--- config.mk ---
export PLATFORM = sky130hd
export DESIGN_NAME = led_breathing_pwm
export DESIGN_NICKNAME = d
export VERILOG_FILES = /design/src/rtl/core/lbp_pkg.sv /design/src/rtl/core/lbp_front.sv /design/src/rtl/core/lbp_queue.sv /design/src/rtl/core/lbp_back.sv /design/src/rtl/core/led_breathing_pwm.sv
export SDC_FILE = /design/constraint.sdc
export NUM_CORES = 1
export LEC_CHECK = 0
export BUFFER_PORTS_ARGS = -buffer_cell sky130_fd_sc_hd__buf_2
export CAP_MARGIN = 15
export CORE_MARGIN = 2
export CORE_UTILIZATION = 61
export CTS_CLUSTER_DIAMETER = 50
export DETAILED_ROUTE_END_ITERATION = 16
export PLACE_DENSITY_LB_ADDON = 0.1
export SLEW_MARGIN = 20
export SYNTH_ARGS = -nofsm -noshare
export SYNTH_HDL_FRONTEND = slang
export SYNTH_SLANG_ARGS = --single-unit
--- constraint.sdc ---
create_clock -name clk -period 9.71 [get_ports clk]
set_clock_uncertainty 0.15 [all_clocks]
set_input_delay 0.971 -clock clk [delete_from_list [all_inputs] [get_ports clk]]
set_output_delay 0.971 -clock clk [all_outputs]
set_load 0.005 [all_outputs]
--- src/rtl/core/lbp_pkg.sv ---
// ----------------------------------------------------------------------------
// lbp_pkg
// Shared types, constants and the gamma table for the LED breathing PWM block.
// ----------------------------------------------------------------------------
package lbp_pkg;

  localparam int NUM_LEDS    = 5;
  localparam int LED_IDX_W   = (NUM_LEDS > 1) ? $clog2(NUM_LEDS) : 1;
  localparam int LED_FIELD_W = 3;
  localparam int PIN_W       = 5;
  localparam int INT_W       = 32;
  localparam int SPEED_SHIFT = 8;
  localparam int SPEED_W     = INT_W - SPEED_SHIFT;
  localparam int DUTY_W      = 8;
  localparam int PHASE_W     = 8;
  localparam int INDEX_SHIFT = INT_W - DUTY_W;
  localparam int Q_DEPTH     = 2;
  localparam int Q_PTR_W     = 1;
  localparam int Q_CNT_W     = 2;

  // input action codes
  localparam logic [1:0] ACT_PWM  = 2'd0;
  localparam logic [1:0] ACT_RAMP = 2'd1;
  localparam logic [1:0] ACT_LOAD = 2'd2;
  localparam logic [1:0] ACT_NONE = 2'd3;

  // decoded operations handed to the back end
  localparam logic [1:0] OP_PWM  = 2'd0;
  localparam logic [1:0] OP_RAMP = 2'd1;
  localparam logic [1:0] OP_LOAD = 2'd2;
  localparam logic [1:0] OP_HOLD = 2'd3;

  typedef struct packed {
    logic [1:0]             action;
    logic [LED_FIELD_W-1:0] led;
    logic [INT_W-1:0]       random_word;
    logic [INT_W-1:0]       start_speed_word;
    logic                   start_up;
  } in_beat_t;

  typedef struct packed {
    logic [PIN_W-1:0]  led_pins;
    logic [DUTY_W-1:0] brightness;
    logic              rising;
  } out_beat_t;

  typedef struct packed {
    logic [1:0]           op;
    logic [LED_IDX_W-1:0] idx;
    logic                 led_ok;
    logic [INT_W-1:0]     word;
    logic [SPEED_W-1:0]   speed;
    logic                 up;
  } cmd_t;

  localparam logic [DUTY_W-1:0] GAMMA_ROM [256] = '{
    8'h00, 8'h00, 8'h00, 8'h00, 8'h00, 8'h00, 8'h00, 8'h00, 8'h00, 8'h00, 8'h01, 8'h01,
    8'h01, 8'h01, 8'h01, 8'h01, 8'h01, 8'h01, 8'h01, 8'h01, 8'h01, 8'h01, 8'h01, 8'h01,
    8'h01, 8'h02, 8'h02, 8'h02, 8'h02, 8'h02, 8'h02, 8'h02, 8'h02, 8'h02, 8'h03, 8'h03,
    8'h03, 8'h03, 8'h03, 8'h03, 8'h04, 8'h04, 8'h04, 8'h04, 8'h04, 8'h05, 8'h05, 8'h05,
    8'h05, 8'h06, 8'h06, 8'h06, 8'h07, 8'h07, 8'h07, 8'h08, 8'h08, 8'h08, 8'h09, 8'h09,
    8'h0A, 8'h0A, 8'h0B, 8'h0B, 8'h0C, 8'h0C, 8'h0D, 8'h0D, 8'h0E, 8'h0F, 8'h0F, 8'h10,
    8'h11, 8'h11, 8'h12, 8'h13, 8'h14, 8'h15, 8'h16, 8'h17, 8'h18, 8'h19, 8'h1A, 8'h1B,
    8'h1C, 8'h1D, 8'h1F, 8'h20, 8'h21, 8'h23, 8'h24, 8'h26, 8'h27, 8'h29, 8'h2B, 8'h2C,
    8'h2E, 8'h30, 8'h32, 8'h34, 8'h36, 8'h38, 8'h3A, 8'h3C, 8'h3E, 8'h40, 8'h43, 8'h45,
    8'h47, 8'h4A, 8'h4C, 8'h4F, 8'h51, 8'h54, 8'h57, 8'h59, 8'h5C, 8'h5F, 8'h62, 8'h64,
    8'h67, 8'h6A, 8'h6D, 8'h70, 8'h73, 8'h76, 8'h79, 8'h7C, 8'h7F, 8'h82, 8'h85, 8'h88,
    8'h8B, 8'h8E, 8'h91, 8'h94, 8'h97, 8'h9A, 8'h9C, 8'h9F, 8'hA2, 8'hA5, 8'hA7, 8'hAA,
    8'hAD, 8'hAF, 8'hB2, 8'hB4, 8'hB7, 8'hB9, 8'hBB, 8'hBE, 8'hC0, 8'hC2, 8'hC4, 8'hC6,
    8'hC8, 8'hCA, 8'hCC, 8'hCE, 8'hD0, 8'hD2, 8'hD3, 8'hD5, 8'hD7, 8'hD8, 8'hDA, 8'hDB,
    8'hDD, 8'hDE, 8'hDF, 8'hE1, 8'hE2, 8'hE3, 8'hE4, 8'hE5, 8'hE6, 8'hE7, 8'hE8, 8'hE9,
    8'hEA, 8'hEB, 8'hEC, 8'hED, 8'hED, 8'hEE, 8'hEF, 8'hEF, 8'hF0, 8'hF1, 8'hF1, 8'hF2,
    8'hF2, 8'hF3, 8'hF3, 8'hF4, 8'hF4, 8'hF5, 8'hF5, 8'hF6, 8'hF6, 8'hF6, 8'hF7, 8'hF7,
    8'hF7, 8'hF8, 8'hF8, 8'hF8, 8'hF9, 8'hF9, 8'hF9, 8'hF9, 8'hFA, 8'hFA, 8'hFA, 8'hFA,
    8'hFA, 8'hFB, 8'hFB, 8'hFB, 8'hFB, 8'hFB, 8'hFB, 8'hFC, 8'hFC, 8'hFC, 8'hFC, 8'hFC,
    8'hFC, 8'hFC, 8'hFC, 8'hFC, 8'hFD, 8'hFD, 8'hFD, 8'hFD, 8'hFD, 8'hFD, 8'hFD, 8'hFD,
    8'hFD, 8'hFD, 8'hFD, 8'hFD, 8'hFD, 8'hFD, 8'hFD, 8'hFE, 8'hFE, 8'hFE, 8'hFE, 8'hFE,
    8'hFE, 8'hFE, 8'hFF, 8'hFF
  };

endpackage

--- src/rtl/core/lbp_front.sv ---
// ----------------------------------------------------------------------------
// lbp_front
// Decodes an input beat into a back-end command and picks the speed source.
// ----------------------------------------------------------------------------
module lbp_front (
  input  lbp_pkg::in_beat_t in_beat,
  output lbp_pkg::cmd_t     cmd
);

  logic led_ok;

  assign led_ok = (32'(in_beat.led) < lbp_pkg::NUM_LEDS);

  always_comb begin
    cmd        = '0;
    cmd.led_ok = led_ok;
    cmd.idx    = led_ok ? lbp_pkg::LED_IDX_W'(in_beat.led) : '0;
    cmd.word   = in_beat.random_word;
    cmd.up     = in_beat.start_up;
    cmd.speed  = in_beat.random_word[lbp_pkg::INT_W-1:lbp_pkg::SPEED_SHIFT];
    unique case (in_beat.action)
      lbp_pkg::ACT_PWM: begin
        cmd.op = lbp_pkg::OP_PWM;
      end
      lbp_pkg::ACT_RAMP: begin
        cmd.op = led_ok ? lbp_pkg::OP_RAMP : lbp_pkg::OP_HOLD;
      end
      lbp_pkg::ACT_LOAD: begin
        cmd.op    = led_ok ? lbp_pkg::OP_LOAD : lbp_pkg::OP_HOLD;
        cmd.speed = in_beat.start_speed_word[lbp_pkg::INT_W-1:lbp_pkg::SPEED_SHIFT];
      end
      default: begin
        cmd.op = lbp_pkg::OP_HOLD;
      end
    endcase
  end

endmodule

--- src/rtl/core/lbp_queue.sv ---
// ----------------------------------------------------------------------------
// lbp_queue
// Two-entry command queue between the decoder and the execution stage.
// ----------------------------------------------------------------------------
module lbp_queue (
  input  logic          clk,
  input  logic          rst_n,
  input  logic          push,
  input  lbp_pkg::cmd_t push_cmd,
  output logic          full,
  input  logic          pop,
  output logic          head_valid,
  output lbp_pkg::cmd_t head_cmd
);

  lbp_pkg::cmd_t                entry_r [lbp_pkg::Q_DEPTH];
  logic [lbp_pkg::Q_PTR_W-1:0]  wr_ptr_r, wr_ptr_nxt;
  logic [lbp_pkg::Q_PTR_W-1:0]  rd_ptr_r, rd_ptr_nxt;
  logic [lbp_pkg::Q_CNT_W-1:0]  cnt_r, cnt_nxt;

  assign full       = (32'(cnt_r) == lbp_pkg::Q_DEPTH);
  assign head_valid = (cnt_r != '0);
  assign head_cmd   = entry_r[rd_ptr_r];

  always_comb begin
    wr_ptr_nxt = wr_ptr_r;
    rd_ptr_nxt = rd_ptr_r;
    cnt_nxt    = cnt_r;
    if (push) begin
      wr_ptr_nxt = wr_ptr_r + 1'b1;
    end
    if (pop) begin
      rd_ptr_nxt = rd_ptr_r + 1'b1;
    end
    if (push && !pop) begin
      cnt_nxt = cnt_r + 1'b1;
    end else if (!push && pop) begin
      cnt_nxt = cnt_r - 1'b1;
    end
  end

  always_ff @(posedge clk) begin
    if (!rst_n) begin
      wr_ptr_r <= '0;
      rd_ptr_r <= '0;
      cnt_r    <= '0;
    end else begin
      wr_ptr_r <= wr_ptr_nxt;
      rd_ptr_r <= rd_ptr_nxt;
      cnt_r    <= cnt_nxt;
    end
  end

  always_ff @(posedge clk) begin
    if (push) begin
      entry_r[wr_ptr_r] <= push_cmd;
    end
  end

endmodule

--- src/rtl/core/lbp_back.sv ---
// ----------------------------------------------------------------------------
// lbp_back
// Per-LED ramp state, gamma lookup, PWM phase and the registered result beat.
// ----------------------------------------------------------------------------
module lbp_back (
  input  logic               clk,
  input  logic               rst_n,
  input  logic               head_valid,
  input  lbp_pkg::cmd_t      head_cmd,
  output logic               pop,
  output logic               out_valid,
  input  logic               out_stall,
  output lbp_pkg::out_beat_t out_data
);

  logic [lbp_pkg::INT_W-1:0]   intensity_r  [lbp_pkg::NUM_LEDS];
  logic [lbp_pkg::INT_W-1:0]   intensity_nxt[lbp_pkg::NUM_LEDS];
  logic [lbp_pkg::SPEED_W-1:0] speed_r      [lbp_pkg::NUM_LEDS];
  logic [lbp_pkg::SPEED_W-1:0] speed_nxt    [lbp_pkg::NUM_LEDS];
  logic [lbp_pkg::DUTY_W-1:0]  duty_r       [lbp_pkg::NUM_LEDS];
  logic [lbp_pkg::DUTY_W-1:0]  duty_nxt     [lbp_pkg::NUM_LEDS];
  logic [lbp_pkg::NUM_LEDS-1:0] up_r, up_nxt;
  logic [lbp_pkg::NUM_LEDS-1:0] pins_r, pins_nxt;
  logic [lbp_pkg::PHASE_W-1:0]  phase_r, phase_nxt;
  logic                         out_valid_r, out_valid_nxt;
  lbp_pkg::out_beat_t           out_data_r, result;

  logic [lbp_pkg::INT_W-1:0]   cur_int, new_int;
  logic [lbp_pkg::SPEED_W-1:0] cur_speed;
  logic                        cur_up, flip;
  logic [lbp_pkg::INT_W:0]     sum, diff;

  assign pop       = head_valid && (!out_valid_r || !out_stall);
  assign out_valid = out_valid_r;
  assign out_data  = out_data_r;

  assign cur_int   = intensity_r[head_cmd.idx];
  assign cur_speed = speed_r[head_cmd.idx];
  assign cur_up    = up_r[head_cmd.idx];
  assign sum       = {1'b0, cur_int} + (lbp_pkg::INT_W+1)'(cur_speed);
  assign diff      = {1'b0, cur_int} - (lbp_pkg::INT_W+1)'(cur_speed);

  always_comb begin
    flip    = 1'b0;
    new_int = '0;
    if (cur_up) begin
      flip    = sum[lbp_pkg::INT_W];
      new_int = flip ? '1 : sum[lbp_pkg::INT_W-1:0];
    end else begin
      flip    = diff[lbp_pkg::INT_W];
      new_int = flip ? '0 : diff[lbp_pkg::INT_W-1:0];
    end
  end

  always_comb begin
    intensity_nxt = intensity_r;
    speed_nxt     = speed_r;
    duty_nxt      = duty_r;
    up_nxt        = up_r;
    pins_nxt      = pins_r;
    phase_nxt     = phase_r;
    if (pop) begin
      case (head_cmd.op)
        lbp_pkg::OP_PWM: begin
          for (int i = 0; i < lbp_pkg::NUM_LEDS; i++) begin
            pins_nxt[i] = (phase_r < duty_r[i]);
          end
          phase_nxt = phase_r + 1'b1;
        end
        lbp_pkg::OP_RAMP: begin
          intensity_nxt[head_cmd.idx] = new_int;
          duty_nxt[head_cmd.idx] =
            lbp_pkg::GAMMA_ROM[new_int[lbp_pkg::INT_W-1:lbp_pkg::INDEX_SHIFT]];
          if (flip) begin
            up_nxt[head_cmd.idx]    = !cur_up;
            speed_nxt[head_cmd.idx] = head_cmd.speed;
          end
        end
        lbp_pkg::OP_LOAD: begin
          intensity_nxt[head_cmd.idx] = head_cmd.word;
          up_nxt[head_cmd.idx]        = head_cmd.up;
          speed_nxt[head_cmd.idx]     = head_cmd.speed;
        end
        default: begin
        end
      endcase
    end
  end

  always_comb begin
    result            = '0;
    result.led_pins   = lbp_pkg::PIN_W'(pins_nxt);
    result.brightness = head_cmd.led_ok ? duty_nxt[head_cmd.idx] : '0;
    result.rising     = head_cmd.led_ok ? up_nxt[head_cmd.idx] : 1'b0;
  end

  always_comb begin
    out_valid_nxt = out_valid_r;
    if (pop) begin
      out_valid_nxt = 1'b1;
    end else if (!out_stall) begin
      out_valid_nxt = 1'b0;
    end
  end

  always_ff @(posedge clk) begin
    if (!rst_n) begin
      for (int i = 0; i < lbp_pkg::NUM_LEDS; i++) begin
        intensity_r[i] <= '0;
        speed_r[i]     <= '0;
        duty_r[i]      <= '0;
      end
      up_r        <= '0;
      pins_r      <= '0;
      phase_r     <= '0;
      out_valid_r <= 1'b0;
    end else begin
      intensity_r <= intensity_nxt;
      speed_r     <= speed_nxt;
      duty_r      <= duty_nxt;
      up_r        <= up_nxt;
      pins_r      <= pins_nxt;
      phase_r     <= phase_nxt;
      out_valid_r <= out_valid_nxt;
    end
  end

  always_ff @(posedge clk) begin
    if (pop) begin
      out_data_r <= result;
    end
  end

endmodule

--- src/rtl/core/led_breathing_pwm.sv ---
// ----------------------------------------------------------------------------
// led_breathing_pwm
// Breathing LED controller: each LED's 32-bit intensity ramps up and down by
// its own speed, clamps and reverses at the ends with a fresh speed taken from
// the supplied random word, and maps its top byte through a gamma table to an
// 8-bit duty; a shared phase drives software PWM on all pins. One beat is
// taken per clock cycle while the queue is not full, giving one result beat.
// A decoder feeds a two-entry queue; the execution stage retires one command
// per cycle into an output register unless the output stalls (ramp add/clamp
// and gamma lookup are combinational), so a result passes through a queue
// entry and the output register. The input stalls only when the queue is full.
// ----------------------------------------------------------------------------
module led_breathing_pwm (
  input  logic               clk,
  input  logic               rst_n,
  input  logic               in_valid,
  output logic               in_stall,
  input  lbp_pkg::in_beat_t  in_data,
  output logic               out_valid,
  input  logic               out_stall,
  output lbp_pkg::out_beat_t out_data
);

  lbp_pkg::cmd_t dec_cmd, head_cmd;
  logic          q_full, q_head_valid, q_pop, q_push;

  assign in_stall = q_full;
  assign q_push   = in_valid && !q_full;

  lbp_front u_front (
    .in_beat (in_data),
    .cmd     (dec_cmd)
  );

  lbp_queue u_queue (
    .clk        (clk),
    .rst_n      (rst_n),
    .push       (q_push),
    .push_cmd   (dec_cmd),
    .full       (q_full),
    .pop        (q_pop),
    .head_valid (q_head_valid),
    .head_cmd   (head_cmd)
  );

  lbp_back u_back (
    .clk        (clk),
    .rst_n      (rst_n),
    .head_valid (q_head_valid),
    .head_cmd   (head_cmd),
    .pop        (q_pop),
    .out_valid  (out_valid),
    .out_stall  (out_stall),
    .out_data   (out_data)
  );

endmodule

==> metrics.yaml <==
nNetsFinal: 3137
max_freq_mhz: 120
rsz0062_at_grt: "false"
grt_pass1_wl_mm: 131
cts_buffers: 51
syn_to_final_growth_pct: 9.99
grt_start_max_net_pins: 124
postCtsSetupBuffers: 0
clk_path_buf_depth: 3
final_cell_mix: "518 x nand2_1, 343 x dfxtp_1, 202 x o211a_1, 199 x a21oi_1, 146 x o21ai_0"
die_area_mm2: 0.0455
finalSetupViolations: 0
synth_seq_cells: 484
routed_wirelength_mm: 86.6
final_cells: 3593
dp_hpwl_mm: 57.7
grt_pass1_vias: 23000
grt_overflow: 0
hp-class: "register to register"
place_inst: 3494
start_util_pct: 61.9
first_pass_iters: 8
power.total_mw: 10.6
row_count: 76
async_flop_share_pct: 0
yosys_warnings: 0
netlist_instances: 2979
finalSetupTns_ns: 0
critPathMaxFanout: 35
maxCapViolations: 0
arrival_ns: 8.70
slew_headroom_pct: 25.0
clk_pin_slew_ns: 0.06
layout_commonest_cell: "nand2_1"
worstHoldPathCells: 2
tritoncts: "done"
clock-root-buffer: "clkbuf_16"
remaining_drc_errors: 0
core_mm2: 0.0432
synth_top_cell_area_share_pct: 25.8
timing.final.hold_violations: 0
cp.required_ns: 10.05
pwr_density_cell_mw_per_mm2: 360
fill_cells: 3520
htreeDepth: 2
irDropWorstVdd_mv: 0.244
synth_area_leaders: "dfxtp_1 26%, edfxtp_1 16%, o211a_1 7.6%"
worstSetupPathType: "register to register"
yosysTopAreaCell: "dfxtp_1"
avgSynthCellArea_um2: 8.97
worstHoldStart: "u_back.intensity_r[29]"
ys_seq_area_share_pct: 41.5
insertion_delay_ns: 0.63
drive_gt1_share_pct: 12.7
io_buffers: 81
end_kind: "register"
fin_util_pct: 68.1
antenna_found_initial: 1
dieWidth_um: 213
io_pins: 90
synth-edff-count: 140
p_leak_nw: 12.8
clock-sinks: 484
tightest_slew_ns: 1.13
netlist_area_mm2: 0.0267
fin_crit_ns: 8.37
status: "finished clean"
place.gp.congestion: 1.00
period_share_pct: 86.2
worst_setup_path_start_kind: "register"
drt_iter0_markers: 3124
slew_viol_final: 0
ant_nets: 0
num_vias: 24100
cts_resized: 0
holdBufCountCts: 0
route.detailed.vias_per_inst: 6.71
placed_cell_area_mm2: 0.0276
stdcell_area_mm2: 0.0294
wl_per_cell_um: 24.1
die_h_um: 213
reg2reg_depth: 25
synthFlopType: "dfxtp_1"
syn-num-nets: 3152
yosysUniqueCellTypes: 111
track_usage_pct: 37.7
## worst paths after layout
| path | endpoint | slack, ns |
|---|---|---|
| max reg2reg | u_back.out_data[1] | 1.34 |
| max | u_back.out_data[1] | 1.34 |
| min reg2reg | u_back.intensity_r[29] | 0.32 |
| min | u_back.intensity_r[29] | 0.32 |
## cells by family (layout without fill, tap and decap cells)
family	count (synthesis)	count (layout)	share of synthesized area, %
muxes	101	101	4.26
DFF	484	484	41.5
AOI/OAI and AO/OA	1032	1032	28.9
and+or+nand+nor	922	922	15.3
adders and majority gates	99	99	4.69
other	0	1	0
xor gates and xnor gates	9	9	0.295
buffers and inverters	332	360	5.07
## cell usage after synthesis (12+ instances only)
cell and number:
nand3_1 44, nor3_1 24, inv_1 106, a21o_1 27, nor2b_1 26, buf_2 21
and3_1 12, a21boi_0 61, and2_1 60, dfxtp_1 344, a22oi_1 48, ha_1 97
nand4_1 13, a21oi_1 200, o211a_1 202, a211oi_1 20, buf_1 24, o211ai_1 24
mux2_2 43, nor2_1 154, o21ai_1 16, clkbuf_1 162, nand2_1 518, o22ai_1 34
edfxtp_1 140, o21ai_0 146, mux2i_1 50, o221a_2 25, a31oi_1 29, a21boi_1 14
nand2b_1 19
## per-stage QoR
stage,hold slack [ns],setup WS [ns]
2_1_floorplan,0.285,3.16
3_3_place_gp,0.293,1.82
3_5_place_dp,0.307,1.76
4_1_cts,0.315,1.73
5_1_grt,0.332,1.13
6_report,0.316,1.34
## flip-flops by register name, summed over array words and instances, names as in the netlist, named ones only
name	flops
u_back.intensity_r	160
u_back.phase_r	8
u_back.speed_r	120
u_back.pins_r	5
u_queue.wr_ptr_r	1
u_back.duty_r	40
u_back.out_data	14
u_back.out_valid	1
u_queue.rd_ptr_r	1
u_back.up_r	5
u_queue.entry_r	126
u_queue.cnt_r	2
## per-layer routing
metal | vias to the layer above | GRT usage [%] | part of all wire, %
met3 | 289 | 6.19 | 8.3
met1 | 11600 | 46.3 | 38
met2 | 1279 | 61.4 | 46
li1 | 10900 | - | -
met4 | 0 | 24.9 | 7.1
met5 | - | 0 | 0
## area by class of cell
class | instances | area (um^2) | area share (%)
timing repair buffer | 155 | 1010 | 3.42
antenna | 1 | 2.50 | 0.00851
inverter | 109 | 409 | 1.39
tap | 585 | 732 | 2.49
clock buffer | 62 | 1370 | 4.65
clock inverter | 34 | 387 | 1.32
multi-input combinational | 2163 | 14400 | 49.0
sequential | 484 | 11100 | 37.7
## report_power, final
group	switching, mW	internal [mW]
registers	0.119	2.34
logic	4.16	1.94
clock network	0.863	1.15
## critical path, stage by stage (launching register included)
cell and delay (ns):
dfxtp_4 0.55, mux2_4 0.55, nor2_1 0.54, buf_4 0.29, nand2_1 0.08, buf_4 0.28, o221a_2 0.38, ha_1 0.22
inv_1 0.08, fa_1 0.23, nor2b_1 0.23, o21ai_0 0.22, a2111oi_2 0.69, o2111a_1 0.40, nor2b_1 0.16, a31oi_1 0.64
o211ai_1 0.19, nand3_1 0.26, buf_4 0.24, ha_1 0.26, and2_1 0.19, o311a_1 0.35, o21ai_1 0.15, a31oi_1 0.11
a41oi_2 0.54, o21a_1 0.20
(Power assumes the default switching activity.)
